[src/rtl/vidc_pkg.sv]
// ----------------------------------------------------------------------------
// vidc_pkg
// Types and constants shared by the vectored interrupt daisy chain modules.
// ----------------------------------------------------------------------------
package vidc_pkg;

	// Request type codes.
	localparam logic [2:0] REQ_RAISE  = 3'd0;
	localparam logic [2:0] REQ_CLEAR  = 3'd1;
	localparam logic [2:0] REQ_RESET  = 3'd2;
	localparam logic [2:0] REQ_ACK    = 3'd3;
	localparam logic [2:0] REQ_RETURN = 3'd4;
	localparam logic [2:0] REQ_CHAIN  = 3'd5;

	// Interrupt source codes, also the low bits of the vector code.
	localparam logic [1:0] SRC_TX     = 2'd0;
	localparam logic [1:0] SRC_STATUS = 2'd1;
	localparam logic [1:0] SRC_RX     = 2'd2;
	localparam logic [1:0] SRC_ERR    = 2'd3;

	// Configuration register indexes.
	localparam logic [1:0] CFG_CHAN_A = 2'd0;
	localparam logic [1:0] CFG_CHAN_B = 2'd1;
	localparam logic [1:0] CFG_BASE   = 2'd2;

	// Enable register layout.
	localparam int ENABLE_W = 5;
	localparam int ENB_STATUS = 0;
	localparam int ENB_TX = 1;
	localparam int ENB_SAV = 2;
	localparam logic [ENABLE_W-1:0] RX_MODE_MASK = 5'h18;

	// Vector constants.
	localparam logic [7:0] VEC_KEEP_MASK = 8'hf1;
	localparam logic [7:0] ACK_NONE = 8'hff;
	localparam logic [2:0] CODE_NONE = 3'd3;

	typedef struct packed {
		logic [2:0] req_type;
		logic       channel;
		logic [1:0] source;
		logic       chain_in_value;
	} req_t;

	typedef struct packed {
		logic       int_line;
		logic       chain_out;
		logic       request_pending;
		logic [7:0] vector_out;
		logic [7:0] ack_data;
	} rsp_t;

	// Per-channel pending flags as seen by the priority logic.
	typedef struct packed {
		logic err;
		logic rx;
		logic st;
		logic tx;
		logic isv;
	} chan_flags_t;

	// Result of the daisy-chain priority scan.
	typedef struct packed {
		logic       hit;
		logic       hit_ch;
		logic [1:0] hit_src;
		logic       any_req;
		logic [7:0] vector;
	} scan_t;

endpackage

[src/rtl/vidc_prio.sv]
// ----------------------------------------------------------------------------
// vidc_prio
// Priority scan over both channels and vector formation.
// ----------------------------------------------------------------------------
module vidc_prio
	import vidc_pkg::*;
(
	input  chan_flags_t [1:0]          flags,
	input  logic [ENABLE_W-1:0]        en_a,
	input  logic [ENABLE_W-1:0]        en_b,
	input  logic [7:0]                 base_vector,
	output scan_t                      scan
);

	logic [ENABLE_W-1:0] en [2];
	logic [1:0] req;
	logic [1:0] src [2];
	logic hit0;
	logic hit1;
	logic [2:0] code;

	assign en[0] = en_a;
	assign en[1] = en_b;

	// Highest pending source of each channel: error, receive, status, transmit.
	always_comb begin
		for (int i = 0; i < 2; i++) begin
			req[i] = 1'b1;
			if (flags[i].err) begin
				src[i] = SRC_ERR;
			end else if (flags[i].rx && ((en[i] & RX_MODE_MASK) != '0)) begin
				src[i] = SRC_RX;
			end else if (flags[i].st && en[i][ENB_STATUS]) begin
				src[i] = SRC_STATUS;
			end else if (flags[i].tx && en[i][ENB_TX]) begin
				src[i] = SRC_TX;
			end else begin
				src[i] = SRC_TX;
				req[i] = 1'b0;
			end
		end
	end

	// Channel A first; a channel in service stops the scan.
	assign hit0 = !flags[0].isv && req[0];
	assign hit1 = !flags[0].isv && !req[0] && !flags[1].isv && req[1];

	assign code = hit0 ? {1'b1, src[0]} : (hit1 ? {1'b0, src[1]} : CODE_NONE);

	assign scan.hit = hit0 || hit1;
	assign scan.hit_ch = !hit0;
	assign scan.hit_src = hit0 ? src[0] : src[1];
	assign scan.any_req = req[0] || req[1];
	assign scan.vector = en_b[ENB_SAV] ? ((base_vector & VEC_KEEP_MASK) | {4'b0, code, 1'b0})
		: base_vector;

endmodule

[src/rtl/vectored_interrupt_daisy_chain.sv]
// ----------------------------------------------------------------------------
// vectored_interrupt_daisy_chain
// Two-channel vectored interrupt unit with daisy-chain priority.
// ----------------------------------------------------------------------------
// Usage:
//   Events enter on the req channel (req_valid/req_stall) and each event
//   produces exactly one response on the rsp channel (rsp_valid/rsp_stall)
//   with the interrupt line, chain enable out, request flag, current vector
//   and acknowledge data as they stand after the event.
//   The response is registered: a transaction accepted at one edge is shown
//   as a response after that edge. Throughput is one event per cycle while
//   no response is stalled, set by the single pass of next-state and priority
//   logic into the response register. req_stall rises only while a response
//   waits and rsp_stall is high; when the receiver takes the response, a new
//   event is accepted in the same cycle. A stalled response holds steady.
//   Configuration writes (cfg_valid/cfg_ready, always ready) set the channel
//   enables and base vector; index three is ignored. Write only while idle.
//   Reset clears all pending flags, counts, in-service flags and configuration
//   registers and sets chain enable in; no response is pending after reset.
// ----------------------------------------------------------------------------
module vectored_interrupt_daisy_chain
	import vidc_pkg::*;
#(
	parameter int RECV_COUNT_MAX = 15
) (
	input  logic       clk,
	input  logic       arst_n,
	input  logic       req_valid,
	output logic       req_stall,
	input  req_t       req,
	output logic       rsp_valid,
	input  logic       rsp_stall,
	output rsp_t       rsp,
	input  logic       cfg_valid,
	output logic       cfg_ready,
	input  logic [1:0] cfg_index,
	input  logic [7:0] cfg_data
);

	localparam int CNT_W = $clog2(RECV_COUNT_MAX + 1);
	typedef logic [CNT_W-1:0] cnt_t;
	localparam cnt_t CNT_MAX = cnt_t'(RECV_COUNT_MAX);

	logic [ENABLE_W-1:0] en_a_q;
	logic [ENABLE_W-1:0] en_b_q;
	logic [7:0]          base_q;

	logic err_q [2];
	logic st_q  [2];
	logic tx_q  [2];
	logic isv_q [2];
	cnt_t cnt_q [2];
	logic chain_q;

	logic err_d [2];
	logic st_d  [2];
	logic tx_d  [2];
	logic isv_d [2];
	cnt_t cnt_d [2];
	logic chain_d;
	logic [7:0] ack_d;

	chan_flags_t [1:0] cur_flags;
	chan_flags_t [1:0] nxt_flags;
	scan_t cur_scan;
	scan_t nxt_scan;

	logic accept;
	logic rsp_valid_q;
	rsp_t rsp_q;

	assign cfg_ready = 1'b1;
	assign req_stall = rsp_valid_q && rsp_stall;
	assign accept = req_valid && !req_stall;
	assign rsp_valid = rsp_valid_q;
	assign rsp = rsp_q;

	// Flags before and after the event, for the two priority scans.
	always_comb begin
		for (int i = 0; i < 2; i++) begin
			cur_flags[i] = '{err: err_q[i], rx: (cnt_q[i] != '0), st: st_q[i],
				tx: tx_q[i], isv: isv_q[i]};
			nxt_flags[i] = '{err: err_d[i], rx: (cnt_d[i] != '0), st: st_d[i],
				tx: tx_d[i], isv: isv_d[i]};
		end
	end

	// Scan of the present state serves the acknowledge.
	vidc_prio u_prio_cur (
		.flags       (cur_flags),
		.en_a        (en_a_q),
		.en_b        (en_b_q),
		.base_vector (base_q),
		.scan        (cur_scan)
	);

	// Scan of the updated state serves the response.
	vidc_prio u_prio_nxt (
		.flags       (nxt_flags),
		.en_a        (en_a_q),
		.en_b        (en_b_q),
		.base_vector (base_q),
		.scan        (nxt_scan)
	);

	// Next state for the event on the request channel.
	always_comb begin
		err_d = err_q;
		st_d = st_q;
		tx_d = tx_q;
		isv_d = isv_q;
		cnt_d = cnt_q;
		chain_d = chain_q;
		ack_d = ACK_NONE;
		case (req.req_type)
			REQ_RAISE: begin
				case (req.source)
					SRC_TX:     tx_d[req.channel] = 1'b1;
					SRC_STATUS: st_d[req.channel] = 1'b1;
					SRC_RX: begin
						if (cnt_q[req.channel] < CNT_MAX) begin
							cnt_d[req.channel] = cnt_q[req.channel] + cnt_t'(1);
						end
					end
					default:    err_d[req.channel] = 1'b1;
				endcase
			end
			REQ_CLEAR: begin
				case (req.source)
					SRC_TX:     tx_d[req.channel] = 1'b0;
					SRC_STATUS: st_d[req.channel] = 1'b0;
					SRC_RX: begin
						if (cnt_q[req.channel] != '0) begin
							cnt_d[req.channel] = cnt_q[req.channel] - cnt_t'(1);
						end
					end
					default:    err_d[req.channel] = 1'b0;
				endcase
			end
			REQ_RESET: begin
				err_d[req.channel] = 1'b0;
				st_d[req.channel] = 1'b0;
				tx_d[req.channel] = 1'b0;
				cnt_d[req.channel] = '0;
			end
			REQ_ACK: begin
				if (cur_scan.hit) begin
					ack_d = cur_scan.vector;
					// The receive count stays; other sources are taken.
					case (cur_scan.hit_src)
						SRC_ERR:    err_d[cur_scan.hit_ch] = 1'b0;
						SRC_STATUS: st_d[cur_scan.hit_ch] = 1'b0;
						SRC_TX:     tx_d[cur_scan.hit_ch] = 1'b0;
						default: ;
					endcase
					isv_d[cur_scan.hit_ch] = 1'b1;
				end
			end
			REQ_RETURN: begin
				if (isv_q[0]) begin
					isv_d[0] = 1'b0;
				end else if (isv_q[1]) begin
					isv_d[1] = 1'b0;
				end
			end
			REQ_CHAIN: chain_d = req.chain_in_value;
			default: ;
		endcase
	end

	// Configuration registers.
	always_ff @(posedge clk or negedge arst_n) begin
		if (!arst_n) begin
			en_a_q <= '0;
			en_b_q <= '0;
			base_q <= '0;
		end else if (cfg_valid && cfg_ready) begin
			case (cfg_index)
				CFG_CHAN_A: en_a_q <= cfg_data[ENABLE_W-1:0];
				CFG_CHAN_B: en_b_q <= cfg_data[ENABLE_W-1:0];
				CFG_BASE:   base_q <= cfg_data;
				default: ;
			endcase
		end
	end

	// Interrupt state, updated on each accepted transaction.
	always_ff @(posedge clk or negedge arst_n) begin
		if (!arst_n) begin
			for (int i = 0; i < 2; i++) begin
				err_q[i] <= 1'b0;
				st_q[i] <= 1'b0;
				tx_q[i] <= 1'b0;
				isv_q[i] <= 1'b0;
				cnt_q[i] <= '0;
			end
			chain_q <= 1'b1;
		end else if (accept) begin
			err_q <= err_d;
			st_q <= st_d;
			tx_q <= tx_d;
			isv_q <= isv_d;
			cnt_q <= cnt_d;
			chain_q <= chain_d;
		end
	end

	// Response valid flag.
	always_ff @(posedge clk or negedge arst_n) begin
		if (!arst_n) begin
			rsp_valid_q <= 1'b0;
		end else if (accept) begin
			rsp_valid_q <= 1'b1;
		end else if (!rsp_stall) begin
			rsp_valid_q <= 1'b0;
		end
	end

	// Response payload.
	always_ff @(posedge clk) begin
		if (accept) begin
			rsp_q.int_line <= chain_d && nxt_scan.hit;
			rsp_q.chain_out <= chain_d && !isv_d[0] && !isv_d[1];
			rsp_q.request_pending <= nxt_scan.any_req;
			rsp_q.vector_out <= nxt_scan.vector;
			rsp_q.ack_data <= ack_d;
		end
	end

endmodule

[config.mk]
export PLATFORM = sky130hd
export DESIGN_NAME = vectored_interrupt_daisy_chain
export DESIGN_NICKNAME = d
export VERILOG_FILES = /design/src/rtl/vidc_pkg.sv /design/src/rtl/vidc_prio.sv /design/src/rtl/vectored_interrupt_daisy_chain.sv
export SDC_FILE = /design/constraint.sdc
export NUM_CORES = 1
export LEC_CHECK = 0
export ABC_AREA = 1
export BUFFER_PORTS_ARGS = -buffer_cell sky130_fd_sc_hd__buf_2
export CORE_MARGIN = 10
export CORE_UTILIZATION = 30
export CTS_CLUSTER_SIZE = 40
export DETAILED_ROUTE_END_ITERATION = 7
export SYNTH_ARGS = -nofsm -noshare
export SYNTH_HDL_FRONTEND = slang
export SYNTH_HIERARCHICAL = 1
export SYNTH_SLANG_ARGS = --single-unit
[constraint.sdc]
create_clock -name clk -period 5.1 [get_ports clk]
set_clock_uncertainty 0.2 [all_clocks]
set_input_delay 0.765 -clock clk [delete_from_list [all_inputs] [get_ports clk]]
set_output_delay 0.765 -clock clk [all_outputs]
set_load 0.005 [all_outputs]
# [After elaboration in Yosys (flattened, before gate mapping)]
# Cells that the tools add are included.
[classes] muxes=72 reduce_logical=54 addsub=2 order_cmp=5 bitwise_logic=18 eq_ne=12
[op_table] op="2-to-1 mux 2 bit" n=24
[op_table] op="2-to-1 mux 8 bit" n=6
[op_table] op="logical AND 1 bit" n=27
[op_table] op="2-to-1 mux 1 bit" n=26
[op_table] op="case mux 2 bit (4 select lines)" n=3
[op_table] op="case mux 8 bit (3 select lines)" n=1
[op_table] op="nonzero test 4 bit" n=5
[op_table] op="bitwise mux 8 bit" n=2
[op_table] op="2-to-1 mux 4 bit" n=4
[op_table] op="bitwise OR 8 x 4 -> 8 bit" n=2
[op_table] op="bitwise AND 2 bit" n=6
[op_table] op="nonzero test 5 bit" n=2
[op_table] op="bitwise AND 8 bit" n=1
[op_table] op="logical NOT 1 bit" n=8
[op_table] op="inverter 8 bit" n=1
[op_table] op="bitwise OR 2 bit" n=4
[op_table] op="AND reduction 2 bit" n=4
[op_table] op="== test 2 x 1 -> 1 bit, second input constant" n=3
[op_table] op="== test 2 bit, second input constant" n=3
[op_table] op="== test 3 x 2 -> 1 bit, second input constant" n=2
[op_table] op="== test 3 bit, second input constant" n=2
[op_table] op="logical NOT 2 bit" n=3
[op_table] op="2-to-1 mux 3 bit" n=2
[op_table] op="adder 4 x 1 -> 4 bit, second input constant" n=1
[op_table] op="14 further kinds" n=21
[totals] ff_bits=55 inputBits=22 output_inout_bits=22 elab_cells=183

# [Logic depth before layout (Yosys ltp)]
# Gate-level depths: netlist of the first run.
[logic_depth] depth_word=30 mapped_depth=21 depth_no_buf=20

# [Modules after synthesis]
# Netlist of the first run, hierarchy kept.
[modules_own_cells] module="vectored_interrupt_daisy_chain" cells_per_inst=373 area_per_inst_um2=3054.2 seq_area_each_um2=1472.7 instances=1
[modules_own_cells] module="vidc_prio" cells_per_inst=47 area_per_inst_um2=245.2 seq_area_each_um2=0.0 instances=2

# [Worst setup path after synthesis of the first run]
# Ideal clock, no wire load.
[synth_timing] path_type="input-to-reg" start="in req[3] (netlist bit)" end="reg rsp_q (netlist bit rsp[16]) (data pin)" t_required_ns=4.638 path_buffers=2 setup_time_ns=0.262 path_slack_ns=2.147 path_stages=16 arrival_time_ns=2.491 cell_sequence="buf_6 -> buf_6 -> nand2_1 -> o21ai_2 -> ha_1 -> nand3_2 -> nand2_2 -> nand2_1 -> nand3_2 -> nand2_1 -> nand3_2 -> nor2_1 -> nand2_1 -> o21ai_4 -> nand3_4 -> or2_2"
[synth_rtl] element="start, declared" line="vectored_interrupt_daisy_chain.sv:30" source="input req_t req,"
[synth_rtl] element="end, declared" line="vectored_interrupt_daisy_chain.sv:70" source="rsp_t rsp_q;"

==> results.py, run 1 <==
metrics = {
    "global_route": {
        "met1_usage_pct": 12.0,
        "grt_most_used_layer": "met2",
        "antenna_found_initial": 0,
        "grt_pass1_wl_microns": 14100,
        "gr-total-overflow": 0,
        "grtUsageMet2_pct": 18.8,
        "grt_max_degree": 36,
        "grt_pass1_vias": 2944,
        "grtUsageMet3_pct": 1.53,
        "grt_usage_pct": 10.3,
    },
    "critical_path": {
        "crit_type": "input pin to flip-flop",
        "timing.rr.start": "cnt_q[1]",
        "rr_endpoint": "rsp[16]",
        "cp.required_ps": 4940,
        "start_kind": "input pin",
        "reg2regPathDepth": 16,
        "rrSetupSlack_ps": 2080,
        "endpoint_kind": "flip-flop",
        "critical_path.max_fanout": 29,
        "arrival_ps": 3150,
    },
    "placed_design": {
        "dp.cells": 628,
        "dp_hpwl_microns": 6680,
        "place_ws_ps": 1500,
        "io_buffers": 42,
        "placed_cell_area_sq_um": 3760,
        "gp_congestion": 0.885,
    },
    "finish": {
        "multi_input_area_sq_um": 1690,
        "area_delta_synth_final_pct": 11.6,
        "layout-drive-gt1-share_pct": 21.5,
        "fin_nets": 516,
        "fin_cells": 636,
        "n_antenna_cell": 0,
        "fill_cells": 1201,
        "register_area_sq_um": 1450,
        "fin_util_pct": 34.3,
        "fin_area_sq_um": 3910,
    },
    "route": {
        "vias": 2978,
        "drtAntennaViolNets": 0,
        "drtIter0Drc": 288,
        "drt_wl_total_microns": 8580,
        "viasPerCell": 4.68,
        "wl_per_cell_microns": 13.5,
        "first_pass_iters": 5,
        "drc": 0,
    },
    "die": {
        "io-pin-count": 44,
        "core_sq_um": 11400,
        "die_y_microns": 128,
        "die_x_microns": 128,
        "start_util_pct": 30.7,
        "rows": 39,
        "dieArea_sq_um": 16400,
    },
    "timing": {
        "finalSetupViolCount": 0,
        "worst_slack_ps": 1790,
        "worst_slew_pin_slew_ps": 805,
        "fin_crit_ps": 3310,
        "fin_crit_sh_pct": 65.0,
        "hold_viol": 0,
        "max_freq_ghz": 0.302,
        "drv_slew": 0,
        "setup_tns_ps": 0,
        "rsz0062_at_grt": "no",
        "whs_ps": 274,
        "slew_headroom_pct": 46.3,
    },
    "worst_hold_path": {
        "min_from": "base_q[7]",
        "worstHoldEndpoint": "rsp[15]",
        "worstHoldPathCells": 0,
        "hold_path.class": "flip-flop to flip-flop",
    },
    "logic_synthesis": {
        "ys_warn_count": 6,
        "syn-instance-count": 463,
        "avgSynthCellArea_sq_um": 7.57,
        "synth.cell_area_sq_um": 3500,
        "synth_fp_nets": 487,
    },
    "cts": {
        "ctsRootBufferMaster": "clkbuf_16",
        "post_cts_resized": 0,
        "cts_setup_buffers": 0,
        "cts_tree": "done",
        "cts_hold_buf": 0,
        "clockBufferDepth": 2,
        "clk_latency_ps": 290,
        "clock-sinks": 54,
        "path_clk_slew_ps": 70,
        "cts_buffers": 5,
        "htreeDepth": 2,
    },
    "power_and_ir_drop": {
        "peakVddDrop_mv": 0.154,
        "powerDensity_nw_per_um2": 333,
        "leakagePower_nw": 1.86,
        "totalPowerFinal_mw": 1.30,
    },
    "job": {
        "drv_cap": 0,
    },
    "status": {
        "status": "finished, final reports clean",
    },
}
area by class of cell:
cell class	count	share of cell area, %
Clock buffer	6	3.55
Clock inverter	2	0.320
Inverter	60	5.76
Multi-Input combinational cell	328	43.2
Sequential cell	54	37.0
Tap cell	143	4.57
Timing Repair Buffer	43	5.56
state kept, by name (all words and copies together) (netlist names):
name,cells
base_q,8
cnt_q,8
rsp,19
en_a_q,4
cur_flags,8
en_b_q,5
chain_q,1
rsp_valid,1
worst max-delay path, cell delays in order:
cell     delay, ps
buf_2          440
o21ai_1        210
ha_1           380
nand2_1         80
o21ai_0        100
nand2_1         70
nand2_1         60
nand2_1         50
nand2_1         60
nand4_1        140
nor2_1         130
nand2_1         60
o21ai_1        170
nand3_1        140
or2_2          290
cells in the final DEF (no fill, tap or decap), types with 2 or more instances in the layout:
| cell type | instances |
|---|---|
| a21oi_1 | 6 |
| mux2_2 | 3 |
| a41oi_2 | 2 |
| nand2_2 | 12 |
| or2_2 | 3 |
| o21ai_2 | 6 |
| nand3_1 | 24 |
| inv_2 | 6 |
| buf_2 | 42 |
| o21ai_0 | 24 |
| dfrtp_1 | 34 |
| edfxtp_1 | 19 |
| nand2_1 | 153 |
| inv_1 | 53 |
| ha_1 | 2 |
| nand3_2 | 5 |
| o21ai_1 | 12 |
| nand4_1 | 9 |
| a31oi_1 | 9 |
| o21ai_4 | 2 |
| nor3_4 | 2 |
| nor2_2 | 2 |
| nand3_4 | 3 |
| nand2_4 | 4 |
| clkbuf_16 | 5 |
| nor2_1 | 36 |
per-layer routing:
| metal | share of wire, % | up-vias |
|---|---|---|
| li1 | - | 1532 |
| met4 | 1.6 | 0 |
| met1 | 43 | 1359 |
| met2 | 52 | 76 |
| met3 | 3.8 | 11 |
| met5 | 0 | - |
where the power goes:
group	internal [mW]	switching, mW
clock	0.195	0.152
sequential	0.515	0.0511
combinational	0.138	0.253
total	0.847	0.456
worst max path at each step:
| stage | startpoint | end | cells after the start |
|---|---|---|---|
| floorplan | req[3] | rsp[16] | 16 |
| global placement | req[3] | rsp[16] | 15 |
| detailed placement | req[3] | rsp[16] | 15 |
| CTS | req[3] | rsp[16] | 15 |
| global route | req[3] | rsp[16] | 15 |
| finish | req[3] | rsp[16] | 15 |
Note: power is estimated with default switching activity, not from simulation.
==> run 2: changes to the inputs <==
Clock period 5.1 ns to 3 ns, I/O delays scaled along.
==> results.py, run 2 (synthesized netlist as in run 1, its figures left out) <==
metrics = {
    "status": {
        "status": "finished, final reports clean",
    },
    "power_and_ir_drop": {
        "p_int_mw": 1.55,
        "seqPwrFrac_pct": 40.9,
        "leakagePower_nw": 1.94,
        "p_sw_share_pct": 33.8,
        "powerDensity_nw_per_um2": 580,
        "switching_power_uw": 795,
        "combPwrFrac_pct": 31.3,
        "clkPwrFrac_pct": 27.9,
        "peakVddDrop_mv": 0.244,
    },
    "finish": {
        "layout_common_cells": "nand2_1, inv_1, buf_2, nor2_1, dfrtp_1",
        "fin_cells": 650,
        "fin_util_pct": 35.5,
        "mostFrequentLayoutCell": "nand2_1",
        "largest_reg_flops": 19,
        "layout-drive-gt1-share_pct": 25.4,
        "area_delta_synth_final_pct": 15.7,
        "n_antenna_cell": 0,
        "fill_cells": 1215,
        "fin_nets": 530,
    },
    "timing": {
        "finalSetupViolCount": 0,
        "slew_headroom_pct": 46.5,
        "worst_slack_ps": 220,
        "fin_crit_ps": 2780,
        "worst_slew_pin_slew_ps": 802,
        "fin_crit_sh_pct": 92.7,
        "drv_slew": 0,
        "max_freq_ghz": 0.360,
        "hold_viol": 0,
        "setup_tns_ps": 0,
        "whs_ps": 45.8,
    },
    "cts": {
        "cts_tree": "done",
        "clockBufferDepth": 2,
        "clk_latency_ps": 290,
        "htreeDepth": 2,
        "path_clk_slew_ps": 70,
        "clock-sinks": 54,
        "cts_hold_buf": 0,
        "cts_buffers": 5,
        "ctsRootBufferMaster": "clkbuf_16",
    },
    "critical_path": {
        "critical_path.max_fanout": 4,
        "crit_path_frequent_cell": "nand2_1",
        "slowest_delay_ps": 400,
        "cp.required_ps": 2840,
        "start_kind": "flip-flop",
        "endpoint_kind": "flip-flop",
        "arrival_ps": 2620,
        "cp_cell_sequence": "inv_2 > nand2_1 > o21ai_1 > ha_2 > nand2_1 > o21ai_0 > nand2_1 > nand2_1 > nand2_1 > nand2_1 > nand4_1 > nor2_1 > nand2_1 > o21ai_2 > nand3_1 > or2_2",
        "crit_type": "flip-flop to flip-flop",
        "critPathSlowestCell": "dfrtp_1",
    },
    "die": {
        "io-pin-count": 44,
        "rows": 39,
        "dieArea_sq_um": 16400,
        "die_y_microns": 128,
        "start_util_pct": 30.7,
        "core_sq_um": 11400,
        "die_x_microns": 128,
    },
    "job": {
        "drv_cap": 0,
    },
    "route": {
        "first_pass_iters": 4,
        "vias": 3048,
        "drc": 0,
        "drtAntennaViolNets": 0,
        "viasPerCell": 4.69,
        "wl_per_cell_microns": 13.6,
        "drt_wl_total_microns": 8830,
        "drtIter0Drc": 281,
    },
    "global_route": {
        "grt_pass1_wl_microns": 14900,
        "grt_max_degree": 36,
        "gr-total-overflow": 0,
        "grt_usage_pct": 10.9,
        "grt_pass1_vias": 3083,
        "antenna_found_initial": 0,
    },
    "worst_hold_path": {
        "hold_path.class": "input pin to async pin",
    },
    "placed_design": {
        "dp.cells": 639,
        "place_ws_ps": -61.9,
        "dp_hpwl_microns": 7000,
        "io_buffers": 42,
        "gp_congestion": 0.921,
    },
}
run 2: cell count changes in the layout (fill, tap and decap cells not counted), moves of 2 or more:
cell,before,now
buf_4,1,15
inv_1,53,50
inv_2,6,9
o21ai_0,24,22
o21ai_2,6,8
run 2: through the flow:
stage	power, mW	cell area [sq um]
detailed placement	1.69	3840
finish	2.35	4050
global placement	1.68	3840
floorplan	1.48	3500
CTS	2.35	4010
global route	2.51	4050
run 2: area by class of cell:
cell class	count	area [sq um]	share of cell area (%)
Inverter	60	225	5.56
Sequential cell	54	1450	35.7
Multi-Input combinational cell	328	1710	42.2
Clock inverter	3	43.8	1.08
Tap cell	143	179	4.41
Timing Repair Buffer	57	323	7.96
Clock buffer	5	125	3.09
run 2: final timing paths:
check	startpoint	endpoint	slack, ps	depth (start not counted)
setup reg to reg	cnt_q[1]	rsp[16]	220	16
min in group clk	cfg_data[7]	base_q[7]	190	2
hold / removal	arst_n	cur_flags[0]	50	1
setup / recovery	cnt_q[1]	rsp[16]	220	16
max in group asynchronous	arst_n	cnt_q[4]	1990	1
hold reg to reg	base_q[0]	rsp[8]	290	0
run 2: critical path: cells and delay by family (launching register included):
| kind | cells | cell delay, ps |
|---|---|---|
| fa+ha+maj | 1 | 370 |
| simple gates | 11 | 1190 |
| buf+inv | 1 | 80 |
| flops | 1 | 400 |
| compound gates | 3 | 290 |
run 2: power groups by stage:
stage	combinational, mW	clock, mW	sequential (mW)
after detailed placement	0.717	0	0.973
after floorplan	0.529	0	0.954
after global routing	0.836	0.702	0.973
final	0.734	0.654	0.961
after CTS	0.721	0.670	0.959
after global placement	0.709	0	0.969
run 2: layer usage:
metal	global-route usage, %	routed length (microns)	vias to the layer above
li1	-	-	1566
met1	12.8	3820	1413
met2	19.5	4570	53
met3	2.27	250	16
met4	2.98	191	0
met5	0	0	-
run 2: timing repair:
item,4_1_cts,5_1_grt
setup endpoints to repair,0,4
setup buffers,0,3
gates resized for setup,0,11
==> run 3: changes to the inputs <==
Settings changed: HOLD_SLACK_MARGIN set to 0.1.
==> results.py, run 3 (synthesized netlist as in run 1, its figures left out) <==
metrics = {
    "status": {
        "status": "finished, final reports clean",
    },
    "finish": {
        "layout_common_cells": "nand2_1, inv_1, buf_2, nor2_1, dfrtp_1",
        "n_antenna_cell": 0,
        "largest_reg_flops": 19,
        "area_delta_synth_final_pct": 16.0,
        "fin_area_sq_um": 4060,
        "layout-drive-gt1-share_pct": 25.4,
        "fill_cells": 1214,
        "mostFrequentLayoutCell": "nand2_1",
        "fin_nets": 531,
    },
    "cts": {
        "cts_buffers": 5,
        "ctsRootBufferMaster": "clkbuf_16",
        "clk_latency_ps": 290,
        "path_clk_slew_ps": 70,
        "cts_tree": "done",
        "clock-sinks": 54,
        "clockBufferDepth": 2,
        "htreeDepth": 2,
    },
    "critical_path": {
        "reg2regPathDepth": 16,
        "rr_endpoint": "rsp[16]",
        "cp-startpoint": "cnt_q[1]",
        "cp.required_ps": 2840,
        "critical_path.max_fanout": 4,
        "start_kind": "flip-flop",
        "timing.rr.start": "cnt_q[1]",
        "crit_type": "flip-flop to flip-flop",
        "arrival_ps": 2620,
        "rrSetupSlack_ps": 220,
        "endpoint_kind": "flip-flop",
        "crit_end": "rsp[16]",
    },
    "route": {
        "drtIter0Drc": 276,
        "viasPerCell": 4.70,
        "drtAntennaViolNets": 0,
        "drc": 0,
        "first_pass_iters": 4,
        "vias": 3060,
        "drt_wl_total_microns": 8860,
        "wl_per_cell_microns": 13.6,
    },
    "timing": {
        "fin_crit_ps": 2780,
        "drv_slew": 0,
        "worst_slew_pin_slew_ps": 808,
        "slew_headroom_pct": 46.1,
        "setup_tns_ps": 0,
        "fin_crit_sh_pct": 92.7,
        "max_freq_ghz": 0.360,
        "whs_ps": 185,
        "worst_slack_ps": 219,
        "hold_viol": 0,
        "finalSetupViolCount": 0,
    },
    "power_and_ir_drop": {
        "leakagePower_nw": 1.94,
        "combPwrFrac_pct": 31.3,
        "powerDensity_nw_per_um2": 579,
        "p_int_mw": 1.56,
        "seqPwrFrac_pct": 40.8,
        "clkPwrFrac_pct": 27.9,
        "totalPowerFinal_mw": 2.35,
        "peakVddDrop_mv": 0.244,
        "p_sw_share_pct": 33.9,
        "switching_power_uw": 798,
    },
    "global_route": {
        "grt_usage_pct": 10.9,
        "grt_pass1_vias": 3086,
        "antenna_found_initial": 0,
        "grt_max_degree": 36,
        "gr-total-overflow": 0,
        "grt_pass1_wl_microns": 14900,
    },
    "placed_design": {
        "dp_hpwl_microns": 7000,
        "placed_cell_area_sq_um": 3840,
        "io_buffers": 42,
        "place_ws_ps": -61.9,
        "gp_congestion": 0.921,
    },
    "die": {
        "rows": 39,
        "die_y_microns": 128,
        "io-pin-count": 44,
        "die_x_microns": 128,
        "core_sq_um": 11400,
        "dieArea_sq_um": 16400,
        "start_util_pct": 30.7,
    },
    "worst_hold_path": {
        "hold_path.class": "input pin to flip-flop",
    },
    "job": {
        "drv_cap": 0,
    },
}
[run 3: per-layer routing]
metal / vias to the layer above / GRT usage (%) / wire length [microns]
met5: - / 0 / 0
met4: 0 / 2.98 / 193
met3: 18 / 2.27 / 252
met2: 55 / 19.5 / 4580
met1: 1416 / 12.9 / 3830
li1: 1571 / - / -
[run 3: stage by stage]
| stage | utilization (%) | cells |
|---|---|---|
| after floorplan | - | 463 |
| after global placement | 33.7 | 639 |
| after detailed placement | 33.7 | 639 |
| after CTS | 35.2 | 648 |
| after global routing | 35.6 | 651 |
| final | 35.6 | 651 |
[run 3: worst max-delay path, stage by stage, from the launching register on]
cell	delay [ps]
dfrtp_1	400
inv_2	80
nand2_1	60
o21ai_1	90
ha_2	370
nand2_1	70
o21ai_0	100
nand2_1	70
nand2_1	60
nand2_1	40
nand2_1	60
nand4_1	170
nor2_1	150
nand2_1	90
o21ai_2	100
nand3_1	130
or2_2	280
[run 3: how the worst min path moves through the flow]
stage               cells past startpoint        start         to  slack, ps
global route                            2  cfg_data[7]  base_q[7]        180
finish                                  2  cfg_data[7]  base_q[7]        190
detailed placement                      0    base_q[7]    rsp[15]        270
global placement                        0    base_q[0]     rsp[8]        260
floorplan                               0       arst_n  base_q[0]        -50
CTS                                     3    rsp_stall  rsp_valid        190
[run 3: cell type report]
class | instances | area [sq um] | area share (%)
sequential | 54 | 1450 | 35.7
clock buffer | 5 | 125 | 3.08
tap | 143 | 179 | 4.40
clock inverter | 3 | 43.8 | 1.08
timing repair buffer | 58 | 333 | 8.19
multi-input combinational | 328 | 1710 | 42.1
inverter | 60 | 225 | 5.54
[run 3: repair_timing]
item / CTS / global route
resized for setup: 0 / 11
setup endpoints to repair: 0 / 4
endpoints found under the hold margin: 34 / 0
buffers inserted: 0 / 3
hold buffers: 1 / 0
[run 3: power by group through the flow]
stage / clock network, mW / registers (mW) / logic [mW]
2_1_floorplan: 0 / 0.954 / 0.529
6_report: 0.656 / 0.961 / 0.737
4_1_cts: 0.670 / 0.959 / 0.722
3_3_place_gp: 0 / 0.969 / 0.709
3_5_place_dp: 0 / 0.973 / 0.717
5_1_grt: 0.702 / 0.973 / 0.837
